$ cat src/rtl/ftoa_pkg.sv
`default_nettype none
package ftoa_pkg;
  localparam int unsigned MAX_FRAC_DIGITS = 9;
  localparam logic [3:0] FRAC_RESET = 4'd4;
  localparam logic [30:0] SAT_INT = 31'h7fffffff;
  localparam logic [7:0] CH_ZERO = 8'h30;
  localparam logic [7:0] CH_DOT = 8'h2e;
  localparam logic [7:0] CH_MINUS = 8'h2d;
  localparam int unsigned INT_DIGITS = 10;
  localparam int unsigned BCD_W = 4 * INT_DIGITS;

  typedef struct packed {
    logic        neg;
    logic        ovf;
    logic [30:0] ipart;
    logic [29:0] fdig;
    logic [3:0]  nfrac;
  } ftoa_item_t;

  function automatic logic [29:0] pow10(input logic [3:0] d);
    logic [29:0] r;
    r = 30'd1;
    case (d)
      4'd0: r = 30'd1;
      4'd1: r = 30'd10;
      4'd2: r = 30'd100;
      4'd3: r = 30'd1000;
      4'd4: r = 30'd10000;
      4'd5: r = 30'd100000;
      4'd6: r = 30'd1000000;
      4'd7: r = 30'd10000000;
      4'd8: r = 30'd100000000;
      4'd9: r = 30'd1000000000;
      default: r = 30'd1;
    endcase
    return r;
  endfunction
endpackage
`default_nettype wire

$ cat src/rtl/ftoa_front.sv
`default_nettype none
module ftoa_front #(
  parameter int unsigned MAX_FRAC_DIGITS = ftoa_pkg::MAX_FRAC_DIGITS
) (
  input  wire logic                 clk,
  input  wire logic                 rst_n,
  input  wire logic                 start,
  input  wire logic [31:0]          in_float_bits,
  input  wire logic [3:0]           frac_digits,
  input  wire logic                 q_full,
  output logic                      busy,
  output logic                      q_push,
  output ftoa_pkg::ftoa_item_t      q_item
);
  // stage 1: classify and align; stage 2: fraction multiply and shift
  logic        v1_r, v1_nxt;
  logic        neg1_r, ovf1_r;
  logic [30:0] ip1_r;
  logic [63:0] fr1_r;
  logic [5:0]  sh1_r;
  logic [3:0]  d1_r;
  logic        zero_sh1_r;

  logic        sign, is_nan, is_zero, ovf, fz;
  logic [7:0]  expf;
  logic [23:0] mant;
  logic [9:0]  e;
  logic [7:0]  s;
  logic [30:0] ip;
  logic [63:0] frac;
  logic [3:0]  d;
  logic [63:0] v;
  logic [93:0] prod;
  logic [93:0] shd;

  assign sign = in_float_bits[31];
  assign expf = in_float_bits[30:23];
  assign is_nan = (expf == 8'hff) && (in_float_bits[22:0] != 23'd0);
  assign is_zero = (expf == 8'h00) && (in_float_bits[22:0] == 23'd0);
  assign d = (frac_digits > 4'(MAX_FRAC_DIGITS)) ? 4'(MAX_FRAC_DIGITS) : frac_digits;

  always_comb begin
    mant = (expf == 8'h00) ? {1'b0, in_float_bits[22:0]} : {1'b1, in_float_bits[22:0]};
    e = (expf == 8'h00) ? -10'sd149 : 10'({2'b00, expf}) - 10'd150;
    ovf = 1'b0;
    ip = 31'd0;
    frac = 64'd0;
    s = 8'd0;
    fz = 1'b0;
    v = 64'd0;
    if (expf == 8'hff) begin
      ovf = 1'b1;
    end else if (!e[9]) begin
      if (e >= 10'd40) begin
        ovf = 1'b1;
      end else begin
        v = {40'd0, mant} << e[5:0];
        if (v >= 64'h80000000) ovf = 1'b1;
        else ip = v[30:0];
      end
    end else begin
      s = 8'(-e);
      if (s >= 8'd64) begin
        fz = 1'b1;
      end else begin
        ip = 31'({40'd0, mant} >> s[5:0]);
        frac = {40'd0, mant} & ((64'd1 << s[5:0]) - 64'd1);
      end
    end
    if (ovf) ip = ftoa_pkg::SAT_INT;
  end

  assign busy = v1_r && q_full;
  assign v1_nxt = start && !busy ? 1'b1 : (busy ? v1_r : 1'b0);

  always_ff @(posedge clk) begin
    if (!rst_n) v1_r <= 1'b0;
    else v1_r <= v1_nxt;
    if (start && !busy) begin
      neg1_r <= sign && !is_nan && !is_zero;
      ovf1_r <= ovf;
      ip1_r <= ip;
      fr1_r <= frac;
      sh1_r <= s[5:0];
      d1_r <= d;
      zero_sh1_r <= fz || ovf;
    end
  end

  // frac < 2^24, 10^d < 2^30
  assign prod = 94'(fr1_r[23:0] * ftoa_pkg::pow10(d1_r));
  assign shd = prod >> sh1_r;

  assign q_push = v1_r && !q_full;
  always_comb begin
    q_item.neg = neg1_r;
    q_item.ovf = ovf1_r;
    q_item.ipart = ip1_r;
    q_item.fdig = zero_sh1_r ? 30'd0 : shd[29:0];
    q_item.nfrac = d1_r;
  end
endmodule
`default_nettype wire

$ cat src/rtl/ftoa_queue.sv
`default_nettype none
module ftoa_queue (
  input  wire logic                 clk,
  input  wire logic                 rst_n,
  input  wire logic                 push,
  input  wire ftoa_pkg::ftoa_item_t push_item,
  input  wire logic                 pop,
  output logic                      full,
  output logic                      not_empty,
  output ftoa_pkg::ftoa_item_t      head
);
  ftoa_pkg::ftoa_item_t mem_r [2];
  logic       wp_r, rp_r;
  logic [1:0] cnt_r, cnt_nxt;

  assign full = cnt_r == 2'd2;
  assign not_empty = cnt_r != 2'd0;
  assign head = mem_r[rp_r];
  assign cnt_nxt = cnt_r + {1'b0, push} - {1'b0, pop};

  always_ff @(posedge clk) begin
    if (!rst_n) begin
      wp_r <= 1'b0;
      rp_r <= 1'b0;
      cnt_r <= 2'd0;
    end else begin
      if (push) wp_r <= ~wp_r;
      if (pop) rp_r <= ~rp_r;
      cnt_r <= cnt_nxt;
    end
    if (push) mem_r[wp_r] <= push_item;
  end
endmodule
`default_nettype wire

$ cat src/rtl/ftoa_back.sv
`default_nettype none
module ftoa_back (
  input  wire logic                 clk,
  input  wire logic                 rst_n,
  input  wire logic                 q_valid,
  input  wire ftoa_pkg::ftoa_item_t q_item,
  output logic                      q_pop,
  output logic                      out_valid,
  output logic [7:0]                out_text_char,
  output logic                      out_last_char,
  output logic                      out_overflow
);
  typedef enum logic [5:0] {
    S_IDLE = 6'b000001,
    S_CONV = 6'b000010,
    S_SIGN = 6'b000100,
    S_INT  = 6'b001000,
    S_DOT  = 6'b010000,
    S_FRAC = 6'b100000
  } state_t;

  localparam int unsigned W = ftoa_pkg::BCD_W;

  state_t      st_r, st_nxt;
  logic [30:0] bin_r;
  logic [W-1:0] ib_r;
  logic [W-1:0] fb_r;
  logic [5:0]  cyc_r;
  logic [3:0]  nint_r, nfrac_r, idx_r;
  logic        neg_r, ovf_r;
  logic [29:0] fbin_r;
  logic [W-1:0] ib_adj, fb_adj;
  logic [W-1:0] ib_sh;
  logic [3:0]  ndig;

  // double dabble, both parts in parallel, one bit per cycle
  always_comb begin
    ib_adj = ib_r;
    fb_adj = fb_r;
    for (int i = 0; i < ftoa_pkg::INT_DIGITS; i++) begin
      if (ib_r[4*i +: 4] >= 4'd5) ib_adj[4*i +: 4] = ib_r[4*i +: 4] + 4'd3;
      if (fb_r[4*i +: 4] >= 4'd5) fb_adj[4*i +: 4] = fb_r[4*i +: 4] + 4'd3;
    end
    ib_sh = {ib_adj[W-2:0], bin_r[30]};
    ndig = 4'd1;
    for (int i = 1; i < ftoa_pkg::INT_DIGITS; i++) begin
      if (ib_sh[4*i +: 4] != 4'd0) ndig = 4'(i + 1);
    end
  end

  assign q_pop = (st_r == S_IDLE) && q_valid;

  always_comb begin
    st_nxt = st_r;
    case (st_r)
      S_IDLE: if (q_valid) st_nxt = S_CONV;
      S_CONV: if (cyc_r == 6'd30) st_nxt = neg_r ? S_SIGN : S_INT;
      S_SIGN: st_nxt = S_INT;
      S_INT:  if (idx_r == 4'd1) st_nxt = (nfrac_r != 4'd0) ? S_DOT : S_IDLE;
      S_DOT:  st_nxt = S_FRAC;
      S_FRAC: if (idx_r == 4'd1) st_nxt = S_IDLE;
      default: st_nxt = S_IDLE;
    endcase
  end

  always_ff @(posedge clk) begin
    if (!rst_n) begin
      st_r <= S_IDLE;
      out_valid <= 1'b0;
    end else begin
      st_r <= st_nxt;
      out_valid <= (st_r == S_SIGN) || (st_r == S_INT) || (st_r == S_DOT) || (st_r == S_FRAC);
    end
    out_overflow <= ovf_r;
    out_last_char <= 1'b0;
    out_text_char <= ftoa_pkg::CH_ZERO;
    case (st_r)
      S_IDLE: begin
        bin_r <= q_item.ipart;
        fbin_r <= q_item.fdig;
        neg_r <= q_item.neg;
        ovf_r <= q_item.ovf;
        nfrac_r <= q_item.nfrac;
        ib_r <= '0;
        fb_r <= '0;
        cyc_r <= 6'd0;
      end
      S_CONV: begin
        if (cyc_r < 6'd31) begin
          ib_r <= ib_sh;
          bin_r <= {bin_r[29:0], 1'b0};
        end
        if (cyc_r < 6'd30) begin
          fb_r <= {fb_adj[W-2:0], fbin_r[29]};
          fbin_r <= {fbin_r[28:0], 1'b0};
        end
        cyc_r <= cyc_r + 6'd1;
        if (cyc_r == 6'd30) idx_r <= ndig;
      end
      S_SIGN: out_text_char <= ftoa_pkg::CH_MINUS;
      S_INT: begin
        out_text_char <= ftoa_pkg::CH_ZERO | {4'd0, ib_r[4*(idx_r-4'd1) +: 4]};
        out_last_char <= (idx_r == 4'd1) && (nfrac_r == 4'd0);
        idx_r <= idx_r - 4'd1;
      end
      S_DOT: begin
        out_text_char <= ftoa_pkg::CH_DOT;
        idx_r <= nfrac_r;
      end
      S_FRAC: begin
        out_text_char <= ftoa_pkg::CH_ZERO | {4'd0, fb_r[4*(idx_r-4'd1) +: 4]};
        out_last_char <= idx_r == 4'd1;
        idx_r <= idx_r - 4'd1;
      end
      default: ;
    endcase
  end
endmodule
`default_nettype wire

$ cat src/rtl/float_to_decimal_ascii.sv
// path to the first char: front register, queue, bit-serial conversion in the back end, output register
// the back end converts one value at a time with the bit-serial bcd converter
// front and back are split by a 2-entry queue so the next value is taken early
// synchronous active-low reset clears control and sets frac_digits to 4
// the receiver cannot stall: out_valid marks each char for one cycle
`default_nettype none
module float_to_decimal_ascii #(
  parameter int unsigned MAX_FRAC_DIGITS = ftoa_pkg::MAX_FRAC_DIGITS
) (
  input  wire logic        clk,
  input  wire logic        rst_n,
  input  wire logic        start,
  output logic             busy,
  input  wire logic [31:0] in_float_bits,
  input  wire logic        cfg_valid,
  output logic             cfg_ready,
  input  wire logic [3:0]  cfg_frac_digits,
  output logic             out_valid,
  output logic [7:0]       out_text_char,
  output logic             out_last_char,
  output logic             out_overflow
);
  logic [3:0] frac_digits_r;
  logic q_full, q_push, q_ne, q_pop;
  ftoa_pkg::ftoa_item_t q_in, q_head;

  assign cfg_ready = 1'b1;
  always_ff @(posedge clk) begin
    if (!rst_n) frac_digits_r <= ftoa_pkg::FRAC_RESET;
    else if (cfg_valid) frac_digits_r <= cfg_frac_digits;
  end

  ftoa_front #(.MAX_FRAC_DIGITS(MAX_FRAC_DIGITS)) u_front (
    .clk, .rst_n, .start, .in_float_bits, .frac_digits(frac_digits_r),
    .q_full, .busy, .q_push, .q_item(q_in)
  );

  ftoa_queue u_queue (
    .clk, .rst_n, .push(q_push), .push_item(q_in), .pop(q_pop),
    .full(q_full), .not_empty(q_ne), .head(q_head)
  );

  ftoa_back u_back (
    .clk, .rst_n, .q_valid(q_ne), .q_item(q_head), .q_pop,
    .out_valid, .out_text_char, .out_last_char, .out_overflow
  );
endmodule
`default_nettype wire

$ cat config.mk
export PLATFORM = sky130hd
export DESIGN_NAME = float_to_decimal_ascii
export DESIGN_NICKNAME = d
export VERILOG_FILES = /design/src/rtl/ftoa_pkg.sv /design/src/rtl/ftoa_front.sv /design/src/rtl/ftoa_queue.sv /design/src/rtl/ftoa_back.sv /design/src/rtl/float_to_decimal_ascii.sv
export SDC_FILE = /design/constraint.sdc
export NUM_CORES = 2
export LEC_CHECK = 0
export ABC_AREA = 1
export BUFFER_PORTS_ARGS = -buffer_cell sky130_fd_sc_hd__buf_4
export CAP_MARGIN = 20
export CORE_AREA = 5 5 338 340
export CTS_CLUSTER_DIAMETER = 80
export DETAILED_ROUTE_END_ITERATION = 10
export DIE_AREA = 0 0 343 345
export GPL_TIMING_DRIVEN = 1
export PLACE_DENSITY = 0.6
export SLEW_MARGIN = 0
export SYNTH_ARGS = -nofsm -noshare
export SYNTH_HDL_FRONTEND = slang
export SYNTH_SLANG_ARGS = --single-unit
$ cat constraint.sdc
create_clock -name clk -period 16.8 [get_ports clk]
set_clock_uncertainty 0.2 [all_clocks]
set_input_delay 4.2 -clock clk [delete_from_list [all_inputs] [get_ports clk]]
set_output_delay 4.2 -clock clk [all_outputs]
set_load 0.01 [all_outputs]
==> flow_summary.yaml <==
status:
  status: "completed"
clock_network:
  clkTransAtPathRegs_ns: 0.06
  h-tree-depth: 2
  clockRootBuffer: "clkbuf_16"
  postCtsSetupRepairBufs: 0
  cts_buffers: 44
  cts_tree: "yes"
  clockBufferDepth: 3
  post_cts_resized: 0
  ctsHoldBuffers: 0
  clkLatencyLatePin_ns: 0.60
  cts_sinks: 406
placed_design:
  port_buffers: 48
  placed_cell_area_um2: 51100
  place_hpwl_mm: 113
  gp_congestion: 0.963
synthesis:
  yosysSeqAreaShare_pct: 23.7
  postSynth.asyncResetShare_pct: 0
  synthTopCellsByArea: "fa_1 (25%), edfxtp_1 (22%), nand2_1 (12%), inv_1 (11%), nand3_1 (6.3%)"
  synth_edf_count: 359
  ys_types: 52
  postSynthCellCount: 6487
  syn_area_um2: 49400
  synth_top_cell_by_area: "fa_1"
  yosys.area.top_type_share_pct: 25.0
  synth_ff_type: "edfxtp_1"
  ys.warnings.count: 0
  synth_seq_cells: 406
  synth_area_per_cell_um2: 7.61
power_and_ir_drop:
  ir_worst_vdd_mv: 0.198
  p_per_area_nw_per_um2: 184
  p_leak_nw: 26.7
drt:
  vias: 41200
  first_iter_violations: 3415
  viasPerCell: 5.20
  drt_wl_total_mm: 146
  wire_per_inst_um: 18.4
  antenna_left: 0
  first_pass_iters: 6
  drc: 0
layout:
  num_antenna_cells: 0
  layout_common_cells: "nand2_1 (1633), inv_1 (1484), nand3_1 (624)"
  fillCellCount: 11200
  ff_latch_area_um2: 11700
  design_area_um2: 52600
  syn2layout_area_growth_pct: 6.50
  mostFrequentLayoutCell: "nand2_1"
  multi_input_area_um2: 30900
  nets: 7280
  drive_gt1_share_pct: 4.13
  post-route-util_pct: 47.3
critical_path:
  crit_slowest_cell: "inv_1"
  rr_worst_depth: 30
  r2r_start: "u_front.fr1_r[12]$_SDFFCE_PP0P_"
  critPathArrivalTime_ns: 8.58
  cpMostUsedCell: "nand2_1"
  reg2reg_to: "u_queue.mem_r[1][22]$_DFFE_PP_"
  crit_start: "in_float_bits[24]"
  start_kind: "input pin"
  path_cells: "buf_4 > ha_1 > buf_4 > inv_1 > nor2_1 > inv_1 > nand2_1 > inv_1 > nor2_1 > nand2_1 > inv_1 > nand2_1 > nand2_1 > nor2_1 > nand2_1 > nor2_1 > nand2_1 > o21ai_1 > nor2_1"
  cp.required_ns: 16.94
  path_max_fanout: 34
  ff2ff_setup_slack_ns: 8.43
  end_kind: "register"
  crit_type: "input pin to register"
  slowest_delay_ns: 0.85
die:
  pin_count: 53
  rows: 123
  initial_utilization_pct: 44.4
  die_area_um2: 118000
  fp.dieH_um: 345
  chipWidth_um: 343
  coreArea_um2: 111000
global_routing:
  grt_max_degree: 99
  grt_first_pass_wirelength_mm: 232
  gr-usage-all-layers_pct: 24.7
  grt_overflow: 0
  grt_pass1_vias: 41000
  grt_antenna_before_repair: 0
sta:
  finalMaxSlewViolations: 0
  worstMarginPinSlew_ns: 1.02
  slew-limit-headroom_pct: 31.9
  fin_crit_ns: 8.44
  setup_viol: 0
  setup_tns_ns: 0
  finalHoldViolations: 0
  fmax_mhz: 118
  rsz0062_at_grt: "false"
  fin_crit_sh_pct: 50.2
hold_path:
  whs_path_depth: 0
  hold_start: "u_back.ovf_r$_DFFE_PP_"
  hold_path.class: "register to register"
  min_to: "u_back.out_overflow$_DFF_P_"
job:
  cap_violations: 0
==> Yosys cell counts (4+ instances only) <==
library cell     n
o211ai_1        23
edfxtp_1       359
xnor2_1         10
nand4_1         60
o221ai_1         6
xor2_1          32
nand2_1       1634
a21oi_1        186
inv_2           17
nor4_1          13
mux2i_1          7
a31oi_1         13
buf_1           44
buf_4            7
nand3b_1         7
a32o_1           6
o21a_1           6
o21bai_1        11
nor3_2           4
a21boi_0         9
or2_2            6
nand3_1        625
inv_1         1486
ha_1           236
nor3_1          61
fa_1           616
nor2_4           5
o21ai_0        343
o21ai_1         17
buf_6           10
nand3_2          4
nor2_1         316
nor2_2           8
buf_2           11
nand2_2         11
clkbuf_1       193
mux2_2           8
a211oi_1         7
dfxtp_1         47
==> cell families after synthesis <==
logic type	share of synthesized area (%)
fa+ha+maj	31.0
simple gates	23.6
other cells	0.0152
buf+inv	13.7
flops	23.7
compound gates	6.92
mux	0.324
xor+xnor	0.778
==> metal layers <==
layer / vias up / wire (um) / share of wire, % / GRT usage (%)
met5: - / 0 / 0 / 0
met4: 0 / 4300 / 3.0 / 6.43
met3: 240 / 9170 / 6.3 / 3.78
met2: 1230 / 66600 / 46 / 39.5
met1: 20000 / 65600 / 45 / 35.2
li1: 19800 / - / - / -
==> worst max path at each step <==
stage / slack, ns / end / cells after the start
after floorplan: 9.43 / register / 12
after global placement: 7.90 / u_front.fr1_r[18]$_SDFFCE_PP0P_ / 19
after detailed placement: 7.91 / u_front.fr1_r[18]$_SDFFCE_PP0P_ / 19
after CTS: 8.46 / u_queue.mem_r[1][18]$_DFFE_PP_ / 32
after global routing: 7.81 / u_queue.mem_r[1][18]$_DFFE_PP_ / 32
final: 8.36 / u_front.fr1_r[18]$_SDFFCE_PP0P_ / 19
==> power by group <==
| group | leakage (nW) | switching (mW) | internal [mW] | total [mW] |
|---|---|---|---|---|
| clock network | 0.726 | 0.421 | 0.576 | 0.997 |
| logic | 22.1 | 4.71 | 2.25 | 6.96 |
| registers | 3.90 | 0.200 | 1.51 | 1.71 |
| total | 26.7 | 5.33 | 4.34 | 9.67 |
==> state kept, by name (all words and copies together) (netlist names), 2 cells and up, named ones only <==
| name | flops |
|---|---|
| frac_digits_r | 4 |
| u_back.nfrac_r | 4 |
| u_back.ib_r | 40 |
| u_front.fr1_r | 24 |
| u_back.fb_r | 40 |
| u_back.idx_r | 4 |
| u_back.bin_r | 31 |
| u_front.d1_r | 4 |
| u_queue.cnt_r | 2 |
| u_queue.mem_r | 134 |
| u_front.sh1_r | 6 |
| u_front.ip1_r | 31 |
| u_back.st_r | 6 |
| u_back.out_text_char | 5 |
| u_back.fbin_r | 30 |
| u_back.cyc_r | 6 |
==> layout make-up <==
| type | instances | share of cell area (%) |
|---|---|---|
| multi-input combinational | 4311 | 58.8 |
| sequential | 406 | 22.3 |
| inverter | 1507 | 10.8 |
| tap | 1500 | 3.57 |
| clock buffer | 51 | 2.18 |
| timing repair buffer | 118 | 1.68 |
| clock inverter | 30 | 0.652 |
==> metrics by stage <==
stage          hold slack, ns  power [mW]  std cells  worst slack [ns]
3_5_place_dp            0.134        8.56       7842              7.91
2_1_floorplan           0.123        6.55       6489              9.43
3_3_place_gp            0.128        8.51       7842              7.90
4_1_cts                 0.149        9.61       7923              8.46
6_report                0.144        9.67       7923              8.36
5_1_grt                 0.166        10.7       7923              7.81
==> critical path: cells and delay by family <==
kind | cells | cell delay [ns]
and+or+nand+nor | 11 | 1.63
AOI/OAI and AO/OA | 1 | 0.13
adders and majority gates | 1 | 0.29
buffers and inverters | 6 | 2.29
No activity file was read; power rests on OpenSTA's default activity.
